**config.mk**
```make
export PLATFORM = sky130hd
export DESIGN_NAME = bc4_bc5_block_decoder
export DESIGN_NICKNAME = d
export VERILOG_FILES = /design/src/design/bc45_pkg.sv /design/src/design/bc45_seq.sv /design/src/design/bc45_chan.sv /design/src/design/bc4_bc5_block_decoder.sv
export VERILOG_INCLUDE_DIRS = /design/src /design/src/design
export SDC_FILE = /design/constraint.sdc
export NUM_CORES = 1
export LEC_CHECK = 0
export CAP_MARGIN = 20
export CORE_ASPECT_RATIO = 0.5
export CORE_MARGIN = 1
export CORE_UTILIZATION = 50
export CTS_CLUSTER_SIZE = 30
export DETAILED_ROUTE_END_ITERATION = 16
export DONT_BUFFER_PORTS = 1
export GPL_TIMING_DRIVEN = 0
export PLACE_DENSITY = 0.67
export REMOVE_ABC_BUFFERS = 1
export SLEW_MARGIN = 20
export SYNTH_ARGS = -nofsm -noshare
export SYNTH_HDL_FRONTEND = slang
export SYNTH_SLANG_ARGS = --single-unit
```
**constraint.sdc**
```tcl
create_clock -name clk -period 16.7 [get_ports clk]
set_input_delay 0 -clock clk [delete_from_list [all_inputs] [get_ports clk]]
set_output_delay 0 -clock clk [all_outputs]
set_load 0.02 [all_outputs]
```
**src/design/bc4_bc5_block_decoder_assert.svh**
```systemverilog
// Assertion macros for the BC4/BC5 block decoder.
// Uses the clk and rst_n names of the module that includes it.
`ifndef BC4_BC5_BLOCK_DECODER_ASSERT_SVH
`define BC4_BC5_BLOCK_DECODER_ASSERT_SVH

// Condition holds at every clock edge out of reset.
`define BC45_ASSERT_HOLD(label, cond) \
    label: assert property (@(posedge clk) disable iff (!rst_n) (cond)) \
        else $error("assertion failed");

// Antecedent implies consequent in the next cycle.
`define BC45_ASSERT_NEXT(label, ante, cons) \
    label: assert property (@(posedge clk) disable iff (!rst_n) (ante) |=> (cons)) \
        else $error("assertion failed");

`endif

```
**src/design/bc45_pkg.sv**
```systemverilog
// Shared types and constants for the BC4/BC5 block decoder.
// No dependencies.
`timescale 1ns / 1ps
`default_nettype none

package bc45_pkg;

    localparam int unsigned WORD_W      = 64;
    localparam int unsigned PIX_W       = 4;
    localparam int unsigned IDX_W       = 3;
    localparam int unsigned IDX_BASE    = 16;
    localparam logic [PIX_W-1:0] LAST_PIX = 4'd15;

    // register indexes on the config port
    localparam logic REG_SIGNED_FORMAT = 1'b0;
    localparam logic REG_TWO_CHANNEL   = 1'b1;

    localparam logic [7:0] ALPHA_UNORM = 8'hFF;
    localparam logic [7:0] ALPHA_SNORM = 8'h7F;

    // floor(x/d) = (x * ceil(2^14/d)) >> 14, exact for x < 2048
    localparam int unsigned RECIP_SHIFT = 14;
    localparam logic [11:0] RECIP_DIV7  = 12'd2341;
    localparam logic [11:0] RECIP_DIV5  = 12'd3277;

    typedef struct packed {
        logic             valid;
        logic [PIX_W-1:0] pix;
        logic             last;
    } pixel_issue_t;

endpackage

`default_nettype wire

```
**src/design/bc45_seq.sv**
```systemverilog
// Block holding register and pixel counter for the BC4/BC5 decoder.
// Depends on bc45_pkg.
`timescale 1ns / 1ps
`default_nettype none
`include "bc4_bc5_block_decoder_assert.svh"

module bc45_seq
    import bc45_pkg::*;
(
    input  wire logic               clk,
    input  wire logic               rst_n,
    input  wire logic               s_tvalid,
    output logic                    s_tready,
    input  wire logic [127:0]       s_tdata,   // block_first[63:0], block_second[127:64]
    input  wire logic               pipe_en,
    output logic [WORD_W-1:0]       word_first,
    output logic [WORD_W-1:0]       word_second,
    output pixel_issue_t            issue
);

    logic               blk_valid_reg;
    logic               blk_valid_next;
    logic [PIX_W-1:0]   pix_reg;
    logic [PIX_W-1:0]   pix_next;
    logic [WORD_W-1:0]  first_reg;
    logic [WORD_W-1:0]  second_reg;
    logic               issue_fire;
    logic               accept;

    assign issue_fire = blk_valid_reg && pipe_en;
    // next block is taken in the cycle the sixteenth pixel leaves
    assign s_tready   = !blk_valid_reg || (issue_fire && (pix_reg == LAST_PIX));
    assign accept     = s_tvalid && s_tready;

    always_comb
    begin
        blk_valid_next = blk_valid_reg;
        pix_next       = pix_reg;
        if (issue_fire)
        begin
            pix_next = pix_reg + 4'd1;
            if (pix_reg == LAST_PIX)
            begin
                blk_valid_next = 1'b0;
            end
        end
        if (accept)
        begin
            blk_valid_next = 1'b1;
            pix_next       = '0;
        end
    end

    always_ff @(posedge clk or negedge rst_n)
    begin
        if (!rst_n)
        begin
            blk_valid_reg <= 1'b0;
            pix_reg       <= '0;
        end
        else
        begin
            blk_valid_reg <= blk_valid_next;
            pix_reg       <= pix_next;
        end
    end

    always_ff @(posedge clk)
    begin
        if (accept)
        begin
            first_reg  <= s_tdata[63:0];
            second_reg <= s_tdata[127:64];
        end
    end

    assign word_first  = first_reg;
    assign word_second = second_reg;
    assign issue.valid = issue_fire;
    assign issue.pix   = pix_reg;
    assign issue.last  = (pix_reg == LAST_PIX);

    `BC45_ASSERT_HOLD(a_accept_only_at_end, !(s_tready && blk_valid_reg) || (pix_reg == LAST_PIX))
    `BC45_ASSERT_NEXT(a_pix_advances, blk_valid_reg && pipe_en && (pix_reg != LAST_PIX),
                      blk_valid_reg && (pix_reg == $past(pix_reg) + 4'd1))

endmodule

`default_nettype wire

```
**src/design/bc45_chan.sv**
```systemverilog
// Four-stage channel pipeline: index select, weighted sum, reciprocal
// multiply, sign fix-up and select. Depends on bc45_pkg.
`timescale 1ns / 1ps
`default_nettype none

module bc45_chan
    import bc45_pkg::*;
(
    input  wire logic               clk,
    input  wire logic               en,
    input  wire logic               signed_fmt,
    input  wire logic [WORD_W-1:0]  word,
    input  wire logic [PIX_W-1:0]   pix,
    output logic [7:0]              value
);

    // stage 0: endpoints and index
    logic [IDX_W-1:0] idx_reg;
    logic [7:0]       e0_reg, e1_reg;
    logic             sgn0_reg;

    // stage 1: weighted sum
    logic [10:0]      x_reg;
    logic             neg1_reg, div5_reg, interp1_reg;
    logic [7:0]       direct1_reg;

    // stage 2: reciprocal product
    logic [22:0]      prod_reg;
    logic             neg2_reg, interp2_reg;
    logic [7:0]       direct2_reg;

    // stage 3: result
    logic [7:0]       value_reg;

    logic [IDX_W-1:0] idx_sel;
    logic             mode8;
    logic [7:0]       v0_byte, v1_byte;
    logic signed [11:0] v0_ext, v1_ext, w0_ext, w1_ext, n_sum;
    logic [2:0]       w0, w1;
    logic [10:0]      x_next;
    logic             neg_next, interp_next;
    logic [7:0]       direct_next;
    logic [7:0]       q;

    assign idx_sel = word[IDX_BASE + IDX_W * pix +: IDX_W];

    always_ff @(posedge clk)
    begin
        if (en)
        begin
            idx_reg  <= idx_sel;
            e0_reg   <= word[7:0];
            e1_reg   <= word[15:8];
            sgn0_reg <= signed_fmt;
        end
    end

    always_comb
    begin
        mode8   = sgn0_reg ? ($signed(e0_reg) > $signed(e1_reg)) : (e0_reg > e1_reg);
        // -128 maps to -127 in signed mode
        v0_byte = (sgn0_reg && (e0_reg == 8'h80)) ? 8'h81 : e0_reg;
        v1_byte = (sgn0_reg && (e1_reg == 8'h80)) ? 8'h81 : e1_reg;
        v0_ext  = sgn0_reg ? {{4{v0_byte[7]}}, v0_byte} : {4'b0, v0_byte};
        v1_ext  = sgn0_reg ? {{4{v1_byte[7]}}, v1_byte} : {4'b0, v1_byte};
        w0      = mode8 ? 3'(4'd8 - {1'b0, idx_reg}) : 3'(4'd6 - {1'b0, idx_reg});
        w1      = idx_reg - 3'd1;
        w0_ext  = {9'b0, w0};
        w1_ext  = {9'b0, w1};
        n_sum   = w0_ext * v0_ext + w1_ext * v1_ext;

        if (sgn0_reg)
        begin
            neg_next = n_sum[11];
            x_next   = n_sum[11] ? 11'(-n_sum) : n_sum[10:0];
        end
        else
        begin
            neg_next = 1'b0;
            // bias gives round-to-nearest after the floor divide
            x_next   = n_sum[10:0] + (mode8 ? 11'd3 : 11'd2);
        end

        interp_next = (idx_reg >= 3'd2) && (mode8 || (idx_reg <= 3'd5));

        case (idx_reg)
            3'd0:    direct_next = v0_byte;
            3'd1:    direct_next = v1_byte;
            3'd6:    direct_next = sgn0_reg ? 8'h81 : 8'h00;
            default: direct_next = sgn0_reg ? 8'h7F : 8'hFF;
        endcase
    end

    always_ff @(posedge clk)
    begin
        if (en)
        begin
            x_reg       <= x_next;
            neg1_reg    <= neg_next;
            div5_reg    <= !mode8;
            interp1_reg <= interp_next;
            direct1_reg <= direct_next;
        end
    end

    always_ff @(posedge clk)
    begin
        if (en)
        begin
            prod_reg    <= x_reg * (div5_reg ? RECIP_DIV5 : RECIP_DIV7);
            neg2_reg    <= neg1_reg;
            interp2_reg <= interp1_reg;
            direct2_reg <= direct1_reg;
        end
    end

    assign q = prod_reg[RECIP_SHIFT +: 8];

    always_ff @(posedge clk)
    begin
        if (en)
        begin
            if (interp2_reg)
            begin
                value_reg <= neg2_reg ? 8'(~q + 8'd1) : q;
            end
            else
            begin
                value_reg <= direct2_reg;
            end
        end
    end

    assign value = value_reg;

endmodule

`default_nettype wire

```
**src/design/bc4_bc5_block_decoder.sv**
```systemverilog
// BC4/BC5 block decoder: one 128-bit block beat in, sixteen pixel beats out.
// After a block is accepted its pixels leave one per cycle while m_tready does not hold the output;
// the channel pipeline takes one pixel per cycle, and the next block is taken as the previous
// one's last pixel enters the pipeline.
// Reset (rst_n, async, active low) clears config registers and all valid bits.
`timescale 1ns / 1ps
`default_nettype none
`include "bc4_bc5_block_decoder_assert.svh"

module bc4_bc5_block_decoder
    import bc45_pkg::*;
(
    input  wire logic         clk,
    input  wire logic         rst_n,
    input  wire logic         cfg_we,
    input  wire logic         cfg_index,
    input  wire logic         cfg_data,
    input  wire logic         s_tvalid,
    output logic              s_tready,
    input  wire logic [127:0] s_tdata,   // block_first[63:0], block_second[127:64]
    output logic              m_tvalid,
    input  wire logic         m_tready,
    output logic [39:0]       m_tdata,   // pixel_index[3:0], red[11:4], green[19:12],
                                         // blue[27:20], alpha[35:28], zero pad[39:36]
    output logic              m_tlast    // last_pixel
);

    localparam int unsigned DEPTH = 4;

    logic                signed_reg;
    logic                two_chan_reg;
    logic                pipe_en;
    logic [WORD_W-1:0]   word_first, word_second;
    pixel_issue_t        issue;
    logic [DEPTH-1:0]    vld_reg;
    logic [PIX_W-1:0]    pix_reg  [DEPTH];
    logic [DEPTH-1:0]    last_reg;
    logic [7:0]          red, green_raw;
    logic [7:0]          green, blue, alpha;

    always_ff @(posedge clk or negedge rst_n)
    begin
        if (!rst_n)
        begin
            signed_reg   <= 1'b0;
            two_chan_reg <= 1'b0;
        end
        else if (cfg_we)
        begin
            case (cfg_index)
                REG_SIGNED_FORMAT: signed_reg   <= cfg_data;
                REG_TWO_CHANNEL:   two_chan_reg <= cfg_data;
                default:           ;
            endcase
        end
    end

    // whole pipeline moves unless the output beat is held
    assign pipe_en = !vld_reg[DEPTH-1] || m_tready;

    bc45_seq u_seq (
        .clk         (clk),
        .rst_n       (rst_n),
        .s_tvalid    (s_tvalid),
        .s_tready    (s_tready),
        .s_tdata     (s_tdata),
        .pipe_en     (pipe_en),
        .word_first  (word_first),
        .word_second (word_second),
        .issue       (issue)
    );

    bc45_chan u_chan_first (
        .clk        (clk),
        .en         (pipe_en),
        .signed_fmt (signed_reg),
        .word       (word_first),
        .pix        (issue.pix),
        .value      (red)
    );

    bc45_chan u_chan_second (
        .clk        (clk),
        .en         (pipe_en),
        .signed_fmt (signed_reg),
        .word       (word_second),
        .pix        (issue.pix),
        .value      (green_raw)
    );

    always_ff @(posedge clk or negedge rst_n)
    begin
        if (!rst_n)
        begin
            vld_reg <= '0;
        end
        else if (pipe_en)
        begin
            vld_reg <= {vld_reg[DEPTH-2:0], issue.valid};
        end
    end

    always_ff @(posedge clk)
    begin
        if (pipe_en)
        begin
            pix_reg[0]  <= issue.pix;
            last_reg[0] <= issue.last;
            for (int k = 1; k < DEPTH; k++)
            begin
                pix_reg[k]  <= pix_reg[k-1];
                last_reg[k] <= last_reg[k-1];
            end
        end
    end

    assign green = two_chan_reg ? green_raw : red;
    assign blue  = two_chan_reg ? 8'h00 : red;
    assign alpha = signed_reg ? ALPHA_SNORM : ALPHA_UNORM;

    assign m_tvalid = vld_reg[DEPTH-1];
    assign m_tlast  = last_reg[DEPTH-1];
    assign m_tdata  = {4'b0, alpha, blue, green, red, pix_reg[DEPTH-1]};

    `BC45_ASSERT_HOLD(a_last_is_pix15, !(m_tvalid && m_tlast) || (m_tdata[3:0] == LAST_PIX))
    `BC45_ASSERT_HOLD(a_pix15_is_last, !(m_tvalid && (m_tdata[3:0] == LAST_PIX)) || m_tlast)

endmodule

`default_nettype wire

```
==> flow_metrics.env, run 1 <==
export IMPL_outcome="complete, no violations"
export IMPL_ys_ff_latch=294
export IMPL_cpMostUsedCell="inv_1"
export IMPL_timing_fmax_ghz=0.128
export IMPL_regToRegEndpoint="u_chan_second.x_reg[3]$_DFFE_PP_"
export IMPL_ctsHoldBuffers=136
export IMPL_wl_per_cell_microns=16.9
export IMPL_crit_fanout=13
export IMPL_avgSynthCellArea_sq_um=12.2
export IMPL_clockBufferDepth=3
export IMPL_setup_slack_ns=8.92
export IMPL_synth_edff_count=283
export IMPL_final_setup_tns_ns=0
export IMPL_required_ns=16.98
export IMPL_cts_sinks=294
export IMPL_hold_viol=0
export IMPL_seq_area_frac_synth_pct=40.9
export IMPL_dp_slack_ns=9.03
export IMPL_crit_end="u_chan_second.x_reg[3]$_DFFE_PP_"
export IMPL_post_cts_buffers=0
export IMPL_grt_setup_unrepaired="no"
export IMPL_start_kind="flip-flop"
export IMPL_crit_path_end_kind="flip-flop"
export IMPL_gp_congestion=0.894
export IMPL_final_nets=2460
export IMPL_cp_depth=25
export IMPL_root_buffer="clkbuf_16"
export IMPL_max_stage_delay_ns=0.90
export IMPL_ant_nets=0
export IMPL_cts_resized=0
export IMPL_ff2ff_path_depth=25
export IMPL_synth_flop_cell="edfxtp_1"
export IMPL_num_rows=53
export IMPL_skew_ns=0.0155
export IMPL_io_buffers=0
export IMPL_ys_types=80
export IMPL_synthArstFlopShare_pct=3.74
export IMPL_finalCritPeriodShare_pct=46.6
export IMPL_rrSetupSlack_ns=8.92
export IMPL_critPathTopFamily="adder cells"
export IMPL_grt_overflow_total=0
export IMPL_antenna_cells=0
export IMPL_whs_ns=0.0446
export IMPL_syn_inst=1759
export IMPL_grt_start_max_net_pins=110
export IMPL_start_util_pct=50.9
export IMPL_slew_violations=0
export IMPL_drt_iter0_markers=673
export IMPL_setup_viol=0
export IMPL_grt_usage_pct=20.1
export IMPL_routed_via_count=13046
export IMPL_drc_errors=0
export IMPL_slew_headroom_pct=24.3
export IMPL_design_core_area_sq_um=42200
export IMPL_grt_pass1_wl_microns=69800
export IMPL_yosys_warnings=0
export IMPL_numCtsBuffers=29
export IMPL_fin_crit_ns=7.78
export IMPL_drive_gt1_share_pct=6.20
export IMPL_die_y_microns=149
export IMPL_wl_microns=42400
export IMPL_slowest_stage="xnor2_1"
export IMPL_hold_class="primary input to flip-flop"
export IMPL_critPathKind="flip-flop to flip-flop"
export IMPL_cp_data_arrival_time_ns=8.07
export IMPL_netlist_area_sq_um=21500
export IMPL_io_pins=178
export IMPL_cp_num_buf_inv=5
export IMPL_antenna_found_initial=0
export IMPL_cap_violations=0
export IMPL_tightest_slew_ns=1.13
export IMPL_via_per_inst=5.19
export IMPL_dp_hpwl_microns=31800
export IMPL_h_tree_depth=1
export IMPL_dieArea_sq_um=43800
export IMPL_die_w_microns=295
export IMPL_syn_to_final_growth_pct=14.2
export IMPL_path_clk_slew_ns=0.06
export IMPL_clkLatencyLatePin_ns=0.58
export IMPL_worstReg2RegStart="u_chan_second.e0_reg[7]$_DFFE_PP_"
export IMPL_grt_pass1_vias=13287
export IMPL_cp_startpoint="u_chan_second.e0_reg[7]$_DFFE_PP_"
export IMPL_firstDrtPassIters=5
export IMPL_cts_tree="done"
-- cells in the mapped netlist, types with 4 or more instances --
library cell	n	area, sq um
edfxtp_1	283	8500
inv_1	268	1010
ha_1	237	2970
fa_1	174	3480
nor2_1	105	394
a21oi_1	81	405
nand2_1	76	285
xnor2_1	46	403
nor2b_1	45	282
and2_1	37	231
xor2_1	34	298
clkbuf_1	32	120
nor3_1	31	155
mux4_2	30	676
o21ai_0	30	150
a21o_1	27	203
nand2b_1	16	100
nand3_1	15	75.1
mux2i_1	14	140
or2_2	14	87.6
a31oi_1	13	81.3
buf_4	12	90.1
dfrtp_1	11	275
nand4_1	7	43.8
nor4_1	7	43.8
o31ai_1	7	52.6
or3_1	7	43.8
and3_1	5	31.3
buf_1	5	18.8
mux2_2	5	56.3
o211ai_1	5	37.5
buf_2	4	20.0
or4_1	4	30.0
-- how the worst min path moves through the flow --
| stage | startpoint | end | slack (ns) | cells past startpoint |
|---|---|---|---|---|
| 2_1_floorplan | rst_n | signed_reg$_DFFE_PN0P_ | -0.30 | 0 |
| 3_3_place_gp | rst_n | u_seq.blk_valid_reg$_DFFE_PN0P_ | -0.29 | 0 |
| 3_5_place_dp | rst_n | u_seq.blk_valid_reg$_DFFE_PN0P_ | -0.29 | 0 |
| 4_1_cts | s_tdata[56] | u_seq.word_first[56]$_DFFE_PP_ | 0.01 | 1 |
| 5_1_grt | s_tdata[97] | u_seq.word_second[33]$_DFFE_PP_ | 0.02 | 1 |
| 6_report | s_tdata[2] | u_seq.word_first[2]$_DFFE_PP_ | 0.04 | 1 |
-- kinds of logic (layout without fill, tap and decap cells) --
family,after synthesis,in the layout,share of synthesized area (%)
compound gates,206,206,6.13
xor+xnor,84,84,3.67
fa+ha+maj,411,411,30.0
buf+inv,324,467,5.93
flops,294,294,40.9
mux,49,49,4.06
other cells,2,37,0.0350
simple gates,389,389,9.28
-- placed cells by master (no fill, tap or decap), drive strengths merged, types with 5 or more instances in the layout --
cell type / instances
mux2i: 14
nand2b: 17
or4: 6
nor2b: 45
edfxtp: 283
dfrtp: 11
mux4: 30
and2: 37
clkinv: 7
nand4: 7
nor3: 31
inv: 271
nand2: 76
a31oi: 13
mux2: 5
o211ai: 6
and3: 6
a21oi: 84
or2: 15
nor2: 105
a21o: 27
dlygate4sd3: 136
or3: 8
buf: 7
ha: 237
clkbuf: 42
xor2: 34
o21ai: 31
o31ai: 8
nor4: 8
xnor2: 47
fa: 174
nand3: 16
conb: 37
-- per-layer routing --
metal	vias up	wire length [microns]	track usage (%)
met5	-	0	0
met2	270	20000	33.2
met4	0	575	3.37
li1	6323	-	-
met3	47	1760	2.75
met1	6406	20100	29.0
-- layout make-up --
type                       instances  area (sq um)
fill                            3474         17700
sequential                       294          8780
multi-input combinational       1176         11600
clock buffer                      42           825
inverter                         270          1020
tap                              577           722
clock inverter                    12           110
timing repair buffer             143          1500
-- through the flow --
stage / utilization (%) / instances / instance area [sq um]
3_3_place_gp: 52.3 / 2317 / 22100
6_report: 58.1 / 2514 / 24500
2_1_floorplan: - / 1740 / 21300
5_1_grt: 58.1 / 2514 / 24500
3_5_place_dp: 52.7 / 2324 / 22200
4_1_cts: 58.1 / 2514 / 24500
Power of run 1 is not shown: default switching activity piles up to over one toggle a cycle in this logic, so the estimate is an artifact.
==> run 2, diff against run 1 <==
- clock period: 16.7 -> 7.2 ns (I/O delays scaled with it)
==> run 2 against run 1 <==
Cell count is 0.32% higher. Flip-flop and latch count unchanged. Critical path depth increased by 1. Non-clock buffer count grew 8. Core utilization is 0.32 points higher. Clock-buffer cell count did not move. Worst setup slack got worse by 8.6 ns. Register-to-register slack worse by 8.6 ns. Highest routed layer unchanged. Clock skew decreased by 0.00072 ns.
==> flow_metrics.env, run 2 (same netlist as run 1, synthesis figures left out) <==
export IMPL_outcome="complete, no violations"
export IMPL_whs_ns=0.0454
export IMPL_dp_hpwl_microns=31800
export IMPL_hold_class="primary input to flip-flop"
export IMPL_cts_sinks=294
export IMPL_skew_ns=0.0147
export IMPL_drive_gt1_share_pct=6.94
export IMPL_mostFrequentLayoutCell="edfxtp_1"
export IMPL_die_w_microns=295
export IMPL_io_buffers=0
export IMPL_start_util_pct=50.9
export IMPL_grt_pass1_wl_microns=69900
export IMPL_num_rows=53
export IMPL_gp_congestion=0.894
export IMPL_final_nets=2468
export IMPL_most_common_layout_cells="edfxtp_1 (283), inv_1 (267), ha_1 (237), fa_1 (174), dlygate4sd3_1 (136)"
export IMPL_multi_input_area_sq_um=11600
export IMPL_critPathKind="flip-flop to flip-flop"
export IMPL_ant_nets=0
export IMPL_tightest_slew_ns=0.779
export IMPL_slew_headroom_pct=48.0
export IMPL_dp_slack_ns=-0.470
export IMPL_dieArea_sq_um=43800
export IMPL_syn_to_final_growth_pct=14.8
export IMPL_firstDrtPassIters=5
export IMPL_drt_iter0_markers=781
export IMPL_hold_viol=0
export IMPL_numCtsBuffers=29
export IMPL_clockBufferDepth=3
export IMPL_crit_path_end_kind="flip-flop"
export IMPL_wl_microns=42500
export IMPL_grt_usage_pct=20.2
export IMPL_cp_data_arrival_time_ns=7.16
export IMPL_required_ns=7.52
export IMPL_fillCellCount=3465
export IMPL_cts_tree="done"
export IMPL_clkLatencyLatePin_ns=0.58
export IMPL_antenna_found_initial=0
export IMPL_grt_pass1_vias=13293
export IMPL_setup_slack_ns=0.358
export IMPL_finalCritPeriodShare_pct=95.0
export IMPL_drc_errors=0
export IMPL_cap_violations=0
export IMPL_io_pins=178
export IMPL_fin_crit_ns=6.84
export IMPL_antenna_cells=0
export IMPL_root_buffer="clkbuf_16"
export IMPL_design_core_area_sq_um=42200
export IMPL_timing_fmax_ghz=0.146
export IMPL_h_tree_depth=1
export IMPL_via_per_inst=5.20
export IMPL_start_kind="flip-flop"
export IMPL_final_area_sq_um=24600
export IMPL_grt_start_max_net_pins=110
export IMPL_routed_via_count=13120
export IMPL_path_clk_slew_ns=0.07
export IMPL_regArea_sq_um=8780
export IMPL_die_y_microns=149
export IMPL_crit_fanout=13
export IMPL_wl_per_cell_microns=16.9
export IMPL_setup_viol=0
export IMPL_grt_overflow_total=0
export IMPL_slew_violations=0
export IMPL_place_area_sq_um=22200
export IMPL_grt_setup_unrepaired="no"
run 2: stage by stage:
step | instances | TNS, ns | utilization, %
3_3_place_gp | 2317 | -451.33 | 52.3
2_1_floorplan | 1740 | -74.04 | -
5_1_grt | 2522 | 0 | 58.4
3_5_place_dp | 2324 | -7.99 | 52.7
6_report | 2522 | 0 | 58.4
4_1_cts | 2514 | 0 | 58.2
run 2: what timing repair did:
action                                  CTS  global route
hold buffers                            136             0
pin swaps                                 0             3
setup buffers                             0             8
resized for setup                         5             6
hold endpoints to repair                176             0
endpoints found under the setup margin   22            22
run 2: critical path, cell delays in order (launching register included):
cell and delay (ns):
edfxtp_1 0.48, inv_1 0.13, ha_1 0.32, nand4_1 0.11
o211a_1 0.27, or2_2 0.31, nor2_1 0.26, inv_1 0.21
a21oi_4 0.25, nor2b_1 0.08, ha_1 0.29, inv_1 0.06
fa_1 0.54, inv_1 0.05, fa_1 0.47, inv_1 0.05
fa_1 0.47, inv_1 0.06, ha_1 0.17, a21o_1 0.18
a41oi_1 0.26, nand3_1 0.13, a41o_1 0.35, xor2_2 0.32
xnor2_4 0.19, and2_1 0.25, o311a_1 0.33
run 2: final timing paths:
kind | slack (ns) | depth (start not counted) | endpoint | startpoint
max in group asynchronous | 6.39 | 2 | u_seq.pix_reg[1]$_DFFE_PN0P_ | rst_n
hold / removal | 0.05 | 1 | u_seq.word_first[2]$_DFFE_PP_ | s_tdata[2]
min in group asynchronous | 0.41 | 2 | signed_reg$_DFFE_PN0P_ | rst_n
hold reg to reg | 0.41 | 0 | pix_reg[1][0]$_DFFE_PP_ | pix_reg[0][0]$_DFFE_PP_
setup reg to reg | 0.36 | 26 | u_chan_second.x_reg[4]$_DFFE_PP_ | u_chan_second.e1_reg[5]$_DFFE_PP_
setup / recovery | 0.36 | 26 | u_chan_second.x_reg[4]$_DFFE_PP_ | u_chan_second.e1_reg[5]$_DFFE_PP_
run 2: area by class of cell:
| class | count | share of cell area, % |
|---|---|---|
| Timing Repair Buffer | 151 | 6.33 |
| Clock inverter | 12 | 0.447 |
| Clock buffer | 42 | 3.35 |
| Sequential cell | 294 | 35.6 |
| Inverter | 270 | 4.14 |
| Tap cell | 577 | 2.93 |
| Multi-Input combinational cell | 1176 | 47.2 |
run 2: per-layer routing:
metal,GRT usage [%],up-vias,share of wire [%]
li1,-,6337,-
met1,29.0,6460,47
met2,33.3,278,47
met3,2.75,45,4.3
met4,3.37,0,1.4
met5,0,-,0
Power of run 2 is left out for the same reason.
